## config.mk

```make
export PLATFORM = sky130hd
export DESIGN_NAME = gf2m_arithmetic_unit_core
export DESIGN_NICKNAME = d
export VERILOG_FILES = /design/src/gf2m_pkg.sv /design/src/gf2m_mulstep.sv /design/src/gf2m_arithmetic_unit_core.sv
export SDC_FILE = /design/constraint.sdc
export NUM_CORES = 1
export LEC_CHECK = 0
export BUFFER_PORTS_ARGS = -buffer_cell sky130_fd_sc_hd__buf_2
export CORE_ASPECT_RATIO = 0.7
export CORE_MARGIN = 4
export CORE_UTILIZATION = 50
export CTS_BUF_LIST = sky130_fd_sc_hd__clkbuf_8 sky130_fd_sc_hd__clkbuf_16
export DETAILED_ROUTE_END_ITERATION = 6
export PLACE_DENSITY = 0.71
export SYNTH_ARGS = -nofsm -noshare
export SYNTH_HDL_FRONTEND = slang
export SYNTH_HIERARCHICAL = 1
export SYNTH_SLANG_ARGS = --single-unit
```

## constraint.sdc

```tcl
create_clock -name i_clk -period 9 [get_ports i_clk]
set_clock_uncertainty 0.2 [all_clocks]
set_input_delay 2.25 -clock i_clk [delete_from_list [all_inputs] [get_ports i_clk]]
set_output_delay 2.25 -clock i_clk [all_outputs]
set_load 0.05 [all_outputs]
```

## src/gf2m_pkg.sv

```systemverilog
// Shared types and constants for the GF(2^K) arithmetic unit.
package gf2m_pkg;
    localparam logic [5:0] DEG_RESET = 6'd8;
    localparam logic [31:0] POLY_RESET = 32'd27;
    localparam logic [5:0] MAX_DEGREE = 6'd32;
    localparam logic [0:0] REG_DEGREE = 1'b0;
    localparam logic [0:0] REG_POLY = 1'b1;
    localparam logic [1:0] OP_ADD = 2'd0;
    localparam logic [1:0] OP_MUL = 2'd1;
    localparam logic [1:0] OP_INV = 2'd2;
    localparam logic [1:0] OP_POW = 2'd3;

    typedef enum logic [3:0] {
        t_IDLE, t_MUL, t_PSQ, t_PX, t_INV, t_DONE
    } t_state;
endpackage

```

## src/gf2m_mulstep.sv

```systemverilog
// One bit-serial multiply step: r*X mod p, plus a when the bit of b is set.
module gf2m_mulstep (
    input  logic [31:0] i_r,
    input  logic [31:0] i_a,
    input  logic        i_bit,
    input  logic [31:0] i_mask,
    input  logic [31:0] i_low,
    input  logic [5:0]  i_k,
    output logic [31:0] o_r
);
    logic        w_top;
    logic [31:0] w_x;
    assign w_top = i_r[i_k[4:0] - 5'd1];
    always_comb begin
        w_x = (i_r << 1) & i_mask;
        if (w_top) w_x = w_x ^ i_low;
        o_r = i_bit ? (w_x ^ i_a) : w_x;
    end
endmodule

```

## src/gf2m_arithmetic_unit_core.sv

```systemverilog
// Top level of the GF(2^K) arithmetic unit.
// Usage: raise start with an opcode and operands while busy is low; the
// item is taken at that edge. One result appears on o_result and
// o_zero_operand for one cycle, marked by o_done; it cannot be held off.
// Add goes straight to the done state, from which o_done is registered.
// Multiply shifts operand_b through a shared multiply-step unit one bit per
// cycle. X^n runs 32 square-and-multiply rounds, each a squaring through
// the same step unit plus a times-X step when the exponent bit is set.
// Inverse runs Euclid, one subtract-shift or swap per cycle; every swap
// follows a subtraction and the subtractions lower the summed remainder
// degrees, so the loop ends; the inverse of zero or one takes no step.
// busy stays high through the strobe cycle, so the next item is taken only
// after that cycle; items are handled one at a time.
// Configuration is written by i_cfg_we with an index and data; the user
// must write it only while idle, as the unit leaves this check to the user.
// Reset restores degree 8 and polynomial 0x1B and empties the unit.
module gf2m_arithmetic_unit_core (
    input  logic        i_clk,
    input  logic        i_rst_n,
    input  logic        i_cfg_we,
    input  logic [0:0]  i_cfg_index,
    input  logic [31:0] i_cfg_data,
    input  logic        start,
    output logic        busy,
    input  logic [1:0]  i_opcode,
    input  logic [31:0] i_operand_a,
    input  logic [31:0] i_operand_b,
    input  logic [31:0] i_exponent,
    output logic        o_done,
    output logic [31:0] o_result,
    output logic        o_zero_operand
);
    logic [5:0] r_deg;
    logic [31:0] r_poly;
    gf2m_pkg::t_state r_st, n_st;
    logic [31:0] r_r, n_r, r_a, n_a, r_b, n_b, r_e, n_e;
    logic [32:0] r_r0, n_r0, r_r1, n_r1, r_s0, n_s0, r_s1, n_s1;
    logic [5:0] r_cnt, n_cnt;
    logic [5:0] r_rnd, n_rnd;
    logic r_z, n_z, r_done, n_done;
    logic [5:0] w_k;
    logic [31:0] w_mask, w_low, w_step_r, w_step_a;
    logic [31:0] w_step_r_out;
    logic w_bit;
    logic w_accept;
    logic [5:0] w_d0, w_d1;

    // An item is taken only when the unit is idle and not strobing a result.
    assign w_accept = start && !busy;

    // Saturate the configured degree into the legal range.
    always_comb begin
        w_k = r_deg;
        if (w_k < 6'd2) w_k = 6'd2;
        if (w_k > gf2m_pkg::MAX_DEGREE) w_k = gf2m_pkg::MAX_DEGREE;
    end
    assign w_mask = (w_k == 6'd32) ? 32'hFFFF_FFFF : ((32'd1 << w_k[4:0]) - 32'd1);
    assign w_low = r_poly & w_mask;

    always_ff @(posedge i_clk) begin
        if (!i_rst_n) begin
            r_deg <= gf2m_pkg::DEG_RESET;
            r_poly <= gf2m_pkg::POLY_RESET;
        end else if (i_cfg_we) begin
            if (i_cfg_index == gf2m_pkg::REG_DEGREE) r_deg <= i_cfg_data[5:0];
            else r_poly <= i_cfg_data;
        end
    end

    // The shared step shifts r_r and adds r_a when the current multiplier bit is set.
    // For squaring the multiplier is r_b (a frozen copy of r), for power's
    // times-X the addend is dropped and a one-step shift is taken.
    always_comb begin
        w_step_r = r_r;
        w_step_a = r_a;
        w_bit = r_b[r_cnt[4:0]];
        if (r_st == gf2m_pkg::t_PX) w_bit = 1'b0;
    end

    gf2m_mulstep u_step (
        .i_r(w_step_r), .i_a(w_step_a), .i_bit(w_bit), .i_mask(w_mask),
        .i_low(w_low), .i_k(w_k), .o_r(w_step_r_out)
    );

    // Leading-one positions of the Euclid remainders, 33 bits wide.
    function automatic logic [5:0] lead(input logic [32:0] v);
        logic [5:0] d;
        d = 6'd0;
        for (int i = 0; i < 33; i++) if (v[i]) d = 6'(i);
        return d;
    endfunction
    assign w_d0 = lead(r_r0);
    assign w_d1 = lead(r_r1);

    always_comb begin
        n_st = r_st;
        case (r_st)
            gf2m_pkg::t_IDLE:
                if (w_accept) begin
                    case (i_opcode)
                        gf2m_pkg::OP_ADD: n_st = gf2m_pkg::t_DONE;
                        gf2m_pkg::OP_MUL: n_st = gf2m_pkg::t_MUL;
                        gf2m_pkg::OP_INV: n_st = gf2m_pkg::t_INV;
                        default: n_st = gf2m_pkg::t_PSQ;
                    endcase
                end
            gf2m_pkg::t_MUL: if (r_cnt == 6'd0) n_st = gf2m_pkg::t_DONE;
            gf2m_pkg::t_PSQ:
                if (r_cnt == 6'd0) begin
                    if (r_e[31]) n_st = gf2m_pkg::t_PX;
                    else if (r_rnd == 6'd0) n_st = gf2m_pkg::t_DONE;
                end
            gf2m_pkg::t_PX:
                n_st = (r_rnd == 6'd0) ? gf2m_pkg::t_DONE : gf2m_pkg::t_PSQ;
            gf2m_pkg::t_INV: if (r_r1 <= 33'd1) n_st = gf2m_pkg::t_DONE;
            gf2m_pkg::t_DONE: n_st = gf2m_pkg::t_IDLE;
            default: n_st = gf2m_pkg::t_IDLE;
        endcase
    end

    always_comb begin
        n_r = r_r; n_a = r_a; n_b = r_b; n_e = r_e; n_cnt = r_cnt; n_rnd = r_rnd;
        n_r0 = r_r0; n_r1 = r_r1; n_s0 = r_s0; n_s1 = r_s1; n_z = r_z;
        n_done = 1'b0;
        case (r_st)
            gf2m_pkg::t_IDLE:
                if (w_accept) begin
                    n_a = i_operand_a & w_mask;
                    n_b = i_operand_b & w_mask;
                    n_e = i_exponent;
                    n_z = 1'b0;
                    n_cnt = w_k - 6'd1;
                    n_rnd = 6'd31;
                    n_r = (i_opcode == gf2m_pkg::OP_ADD) ?
                          ((i_operand_a ^ i_operand_b) & w_mask) : 32'd0;
                    if (i_opcode == gf2m_pkg::OP_POW) begin
                        n_r = 32'd0; n_a = 32'd1; n_b = 32'd1;
                    end
                    n_r0 = ({1'b0, w_low}) | (33'd1 << w_k);
                    n_r1 = {1'b0, i_operand_a & w_mask};
                    n_s0 = 33'd0;
                    n_s1 = 33'd1;
                    if (i_opcode == gf2m_pkg::OP_INV && (i_operand_a & w_mask) == 32'd0)
                        n_z = 1'b1;
                end
            gf2m_pkg::t_MUL: begin
                n_r = w_step_r_out;
                n_cnt = r_cnt - 6'd1;
            end
            gf2m_pkg::t_PSQ: begin
                n_r = w_step_r_out;
                n_cnt = r_cnt - 6'd1;
                if (r_cnt == 6'd0) begin
                    n_a = w_step_r_out; n_b = w_step_r_out;
                    n_cnt = w_k - 6'd1;
                    if (!r_e[31]) begin
                        n_r = 32'd0;
                        n_e = r_e << 1;
                        n_rnd = r_rnd - 6'd1;
                        if (r_rnd == 6'd0) n_r = w_step_r_out;
                    end
                end
            end
            gf2m_pkg::t_PX: begin
                n_a = w_step_r_out; n_b = w_step_r_out;
                n_r = (r_rnd == 6'd0) ? w_step_r_out : 32'd0;
                n_e = r_e << 1;
                n_rnd = r_rnd - 6'd1;
                n_cnt = w_k - 6'd1;
            end
            gf2m_pkg::t_INV:
                if (r_r1 > 33'd1) begin
                    if (w_d0 >= w_d1) begin
                        n_r0 = r_r0 ^ (r_r1 << (w_d0 - w_d1));
                        n_s0 = r_s0 ^ (r_s1 << (w_d0 - w_d1));
                    end else begin
                        n_r0 = r_r1; n_r1 = r_r0; n_s0 = r_s1; n_s1 = r_s0;
                    end
                end else begin
                    n_r = r_z ? 32'd0 : (r_s1[31:0] & w_mask);
                end
            gf2m_pkg::t_DONE: n_done = 1'b1;
            default: ;
        endcase
    end

    always_ff @(posedge i_clk) begin
        if (!i_rst_n) begin
            r_st <= gf2m_pkg::t_IDLE;
            r_done <= 1'b0;
        end else begin
            r_st <= n_st;
            r_done <= n_done;
        end
        r_r <= n_r; r_a <= n_a; r_b <= n_b; r_e <= n_e; r_cnt <= n_cnt;
        r_rnd <= n_rnd; r_r0 <= n_r0; r_r1 <= n_r1; r_s0 <= n_s0; r_s1 <= n_s1;
        r_z <= n_z;
    end

    assign busy = (r_st != gf2m_pkg::t_IDLE) || r_done;
    assign o_done = r_done;
    assign o_result = r_r;
    assign o_zero_operand = r_z;
endmodule

```

==> out/qor.yml, run 1 <==
outcome:
  status: "finished, final reports clean"
sta:
  layout_min_cycle_time_ns: 6.36
  worstMarginPinSlew_ns: 1.24
  fmax_ghz: 0.157
  finalSetupViolCount: 0
  drv_slew: 0
  max_slew_margin_pct: 17.2
  fin_hold_ws_ns: 0.286
  hold_viol: 0
  rsz0062_at_grt: "no"
  min_period_over_period_pct: 70.6
  fin_setup_tns_ns: 0
drt:
  viasPerCell: 6.82
  detailedRoute.firstPassIterationCount: 6
  drtIter0Drc: 3161
  routed_wl_um: 88100
  wl_per_cell_um: 29.6
  drc: 0
  vias: 20300
  final_antenna_net_count: 0
grt:
  grt_overflow: 0
  grt_max_degree: 97
  grt_pass1_vias: 19100
  grt_pass1_wl_um: 129000
  antenna_found_initial: 6
  grtUsageTotal_pct: 35.7
placement:
  gp_congestion: 1.02
  placed_area_mm2: 0.0238
  portBuffers: 169
  dp.final_hpwl_um: 65600
clocking:
  root_buffer: "clkbuf_16"
  cts.clk_slew.worst_paths_ns: 0.06
  numCtsBuffers: 35
  postCtsSetupRepairBufs: 0
  clkSinkCount: 313
  tritoncts: "done"
  cts_htree_levels: 2
  hold_buffers: 0
  clk_latency_ns: 0.55
  clockBufferDepth: 3
  cts_resized: 0
die:
  pin_count: 170
  initial_core_util_pct: 51.0
  core_area_mm2: 0.0440
  dieArea_mm2: 0.0484
  fp.dieW_um: 261
  die_h_um: 185
  fp-row-count: 64
final_layout:
  drive_gt1_share_pct: 18.2
  area_growth_pct: 10.9
  final_common_cell: "nand2_1"
  final_cell_mix: "nand2_1, edfxtp_1, buf_2"
  fin_util_pct: 56.5
  nNetsFinal: 2503
  final_cell_area_mm2: 0.0249
run:
  maxCapViolCount: 0
hold_path:
  hold_class: "reg2reg"
critical_path:
  cp_data_required_time_ns: 9.10
  cp_max_fo: 22
  criticalPathCategory: "reg2reg"
  cp-start-kind: "flop"
  critPathCaptureType: "flop"
  critPathArrivalTime_ns: 6.45
logic_synthesis:
  synthCells: 2269
  synth_fp_nets: 2420
  syn_avg_cell_area_um2: 9.89
  yosys_warnings: 6
  synthesis.area_mm2: 0.0224
[per-layer routing]
layer,GRT usage (%),wire length (um),vias to the layer above
met5,0,55,-
met4,12.1,3240,8
met3,13.1,12600,168
met2,50.3,36500,1386
met1,50.9,35700,9999
li1,-,-,8714
[final cells by class]
class	instances	area, um^2
diodes	1	2.50
clock buffers	38	928
clock inverters	26	183
fillers	3896	19200
inverters	40	150
multi-input cells	1747	12700
flip-flops and latches	313	8980
well taps	594	743
repair buffers	215	1190
[path summary, 6_finish.rpt]
check	cells after the start	to	startpoint	slack (ns)
max	16	r_b[26]$_DFFE_PP_	r_deg[4]$_SDFFE_PN0P_	2.64
min	2	r_poly[2]$_SDFFE_PN0P_	r_poly[2]$_SDFFE_PN0P_	0.29
max reg2reg	16	r_b[26]$_DFFE_PP_	r_deg[4]$_SDFFE_PN0P_	2.64
min reg2reg	2	r_poly[2]$_SDFFE_PN0P_	r_poly[2]$_SDFFE_PN0P_	0.29
[state kept, by name (all words and copies together), names as in the netlist, 3 cells and up]
signal    flops
o_result     32
r_cnt         6
r_rnd         6
r_st          3
r_poly       32
r_deg         6
r_r1         33
r_s0         32
r_b          32
r_s1         32
r_r0         33
r_e          32
r_a          32
[stage by stage]
stage | cells | worst slack, ns
after global routing | 2973 | 2.43
after detailed placement | 2909 | 2.91
final | 2974 | 2.64
after floorplan | 2269 | 0.0216
after global placement | 2909 | 3.05
after CTS | 2973 | 2.88
[worst max-delay path, stage by stage (launching register included)]
cell,delay [ns]
dfxtp_1,0.90
or3_1,0.28
o211a_1,0.81
inv_1,0.20
ha_1,0.26
buf_4,0.23
o21ai_0,0.12
ha_1,0.25
a21bo_2,0.26
a211oi_1,0.39
or4b_4,0.58
o31a_1,0.30
o21ai_1,0.54
nand2_1,0.16
xor2_1,0.18
xnor2_1,0.20
a32o_1,0.24
Power of run 1 is not shown: default switching activity piles up to over one toggle a cycle in this logic, so the estimate is an artifact.
==> inputs of run 2 (changes only) <==
==> constraint.sdc (replaced) <==
create_clock -name i_clk -period 5.8 [get_ports i_clk]
set_clock_uncertainty 0.2 [all_clocks]
set_input_delay 1.45 -clock i_clk [delete_from_list [all_inputs] [get_ports i_clk]]
set_output_delay 1.45 -clock i_clk [all_outputs]
set_load 0.05 [all_outputs]
==> out/qor.yml, run 2 (synthesized netlist as in run 1, its figures left out) <==
critical_path:
  cp-start-kind: "flop"
  criticalPathCategory: "reg2reg"
  cp_data_required_time_ns: 5.95  # -3.15 ns
  critPathCaptureType: "flop"
  critPathArrivalTime_ns: 5.88  # -0.57 ns
  cp_max_fo: 20  # -9.1%
  startpoint: "r_deg[3]$_SDFFE_PN1P_"
  r2r-start: "r_deg[3]$_SDFFE_PN1P_"
  timing.reg2reg.setup_slack_ns: 0.07  # -2.57 ns
clocking:
  numCtsBuffers: 34  # -2.9%
  clkSinkCount: 313  # unchanged
  tritoncts: "done"
  clockBufferDepth: 3  # unchanged
  clk_latency_ns: 0.55  # about the same
  cts_htree_levels: 2  # unchanged
  postCtsSetupRepairBufs: 0  # unchanged
  cts.clk_slew.worst_paths_ns: 0.07  # about the same
  root_buffer: "clkbuf_16"
die:
  die_h_um: 185  # unchanged
  initial_core_util_pct: 51.0  # unchanged
  dieArea_mm2: 0.0484  # unchanged
  core_area_mm2: 0.0440  # unchanged
  pin_count: 170  # unchanged
  fp-row-count: 64  # unchanged
  fp.dieW_um: 261  # unchanged
sta:
  drv_slew: 0  # unchanged
  fmax_ghz: 0.175  # +11%
  finalSetupViolCount: 0  # unchanged
  layout_min_cycle_time_ns: 5.73  # -0.632 ns
  hold_viol: 0  # unchanged
  max_slew_margin_pct: 10.3  # -6.9 points
  fin_setup_tns_ns: 0  # unchanged
  worstMarginPinSlew_ns: 1.33  # +0.0934 ns
  rsz0062_at_grt: "yes"
  min_period_over_period_pct: 98.7  # +28 points
placement:
  dp.cells: 2953  # +1.5%
  dp.final_hpwl_um: 65900  # +0.44%
  gp_congestion: 1.00  # -1.4%
  portBuffers: 169  # unchanged
grt:
  grt_pass1_wl_um: 129000  # +0.12%
  grt_max_degree: 69  # -29%
  grt_pass1_vias: 19200  # +0.66%
  grtUsageTotal_pct: 35.7  # about the same
  antenna_found_initial: 9  # +3
  grt_overflow: 0  # unchanged
final_layout:
  area_growth_pct: 13.0
  final_cell_mix: "nand2_1, edfxtp_1, buf_2"
  final_common_cell: "nand2_1"
  finalNonFillerCells: 3019  # +1.5%
  drive_gt1_share_pct: 19.8  # +1.5 points
  top_regs: "r_r0 x33, r_r1 x33"
  nNetsFinal: 2546  # +1.7%
drt:
  wl_per_cell_um: 29.4  # -0.82%
  vias: 20700  # +2.1%
  viasPerCell: 6.85  # +0.55%
  routed_wl_um: 88700  # +0.69%
  detailedRoute.firstPassIterationCount: 6  # unchanged
  drc: 0  # unchanged
  drtIter0Drc: 3142  # -0.60%
  final_antenna_net_count: 0  # unchanged
run:
  maxCapViolCount: 0  # unchanged
hold_path:
  min_from: "r_poly[4]$_SDFFE_PN1P_"
  hold_class: "reg2reg"
outcome:
  status: "finished, final reports clean"
==> run 2: changes by cell type in the layout (fill, tap and decap cells not counted), sizes merged <==
cell,change
inv,-3
diode,+5
clkinv,-2
clkinvlp,-2
buf,+44
bufinv,+1
clkbuf,+2
==> run 2: stage by stage <==
stage               util [%]  cell area, um^2  setup WS, ns  hold slack, ns
floorplan                  -            22500        -0.571           0.232
global placement        54.9            24200       -0.0679           0.248
detailed placement      54.9            24200       -0.0870           0.261
CTS                     57.5            25300        0.0823           0.277
global route            57.5            25300       -0.0131           0.290
finish                  57.6            25300        0.0738           0.278
==> run 2: final timing paths <==
kind,endpoint,cells past startpoint
setup / recovery,o_zero_operand$_DFFE_PP_,16
hold / removal,r_poly[4]$_SDFFE_PN1P_,2
setup reg to reg,o_zero_operand$_DFFE_PP_,16
hold reg to reg,r_poly[4]$_SDFFE_PN1P_,2
==> run 2: layout make-up <==
cell class	count	area [um^2]
antenna	6	15.0
clock buffer	40	967
clock inverter	20	165
fill	3868	18700
inverter	40	150
multi-input combinational	1747	12700
sequential	313	8980
tap	594	743
timing repair buffer	259	1600
==> run 2: what timing repair did <==
| action | 4_1_cts | 5_1_grt |
|---|---|---|
| gates resized for setup | 1 | 4 |
| pin swaps | 0 | 0 |
| setup endpoints to repair | 1 | 6 |
| hold buffers | 0 | 0 |
| gates cloned | 0 | 0 |
==> run 2: layer usage <==
| metal | up-vias | wire (um) | track usage (%) | part of all wire (%) |
|---|---|---|---|---|
| li1 | 8789 | - | - | - |
| met1 | 10100 | 35900 | 51.3 | 40 |
| met2 | 1601 | 36500 | 50.6 | 41 |
| met3 | 224 | 13400 | 13.8 | 15 |
| met4 | 6 | 2890 | 9.45 | 3.3 |
| met5 | - | 46 | 0 | 0.052 |
==> run 2: worst max-delay path, stage by stage, from the launching register on <==
cell,delay [ns]
dfxtp_1,0.31
buf_4,0.22
nor3_2,0.30
nor2_1,0.10
nor2_2,0.36
inv_1,0.16
ha_1,0.41
o21ai_0,0.16
ha_1,0.25
a21bo_2,0.25
a211oi_1,0.47
or4b_4,0.60
nor4_1,0.31
o21ai_1,0.25
a221o_1,0.37
nor4b_2,0.39
and4bb_1,0.42
Power of run 2 is left out for the same reason.
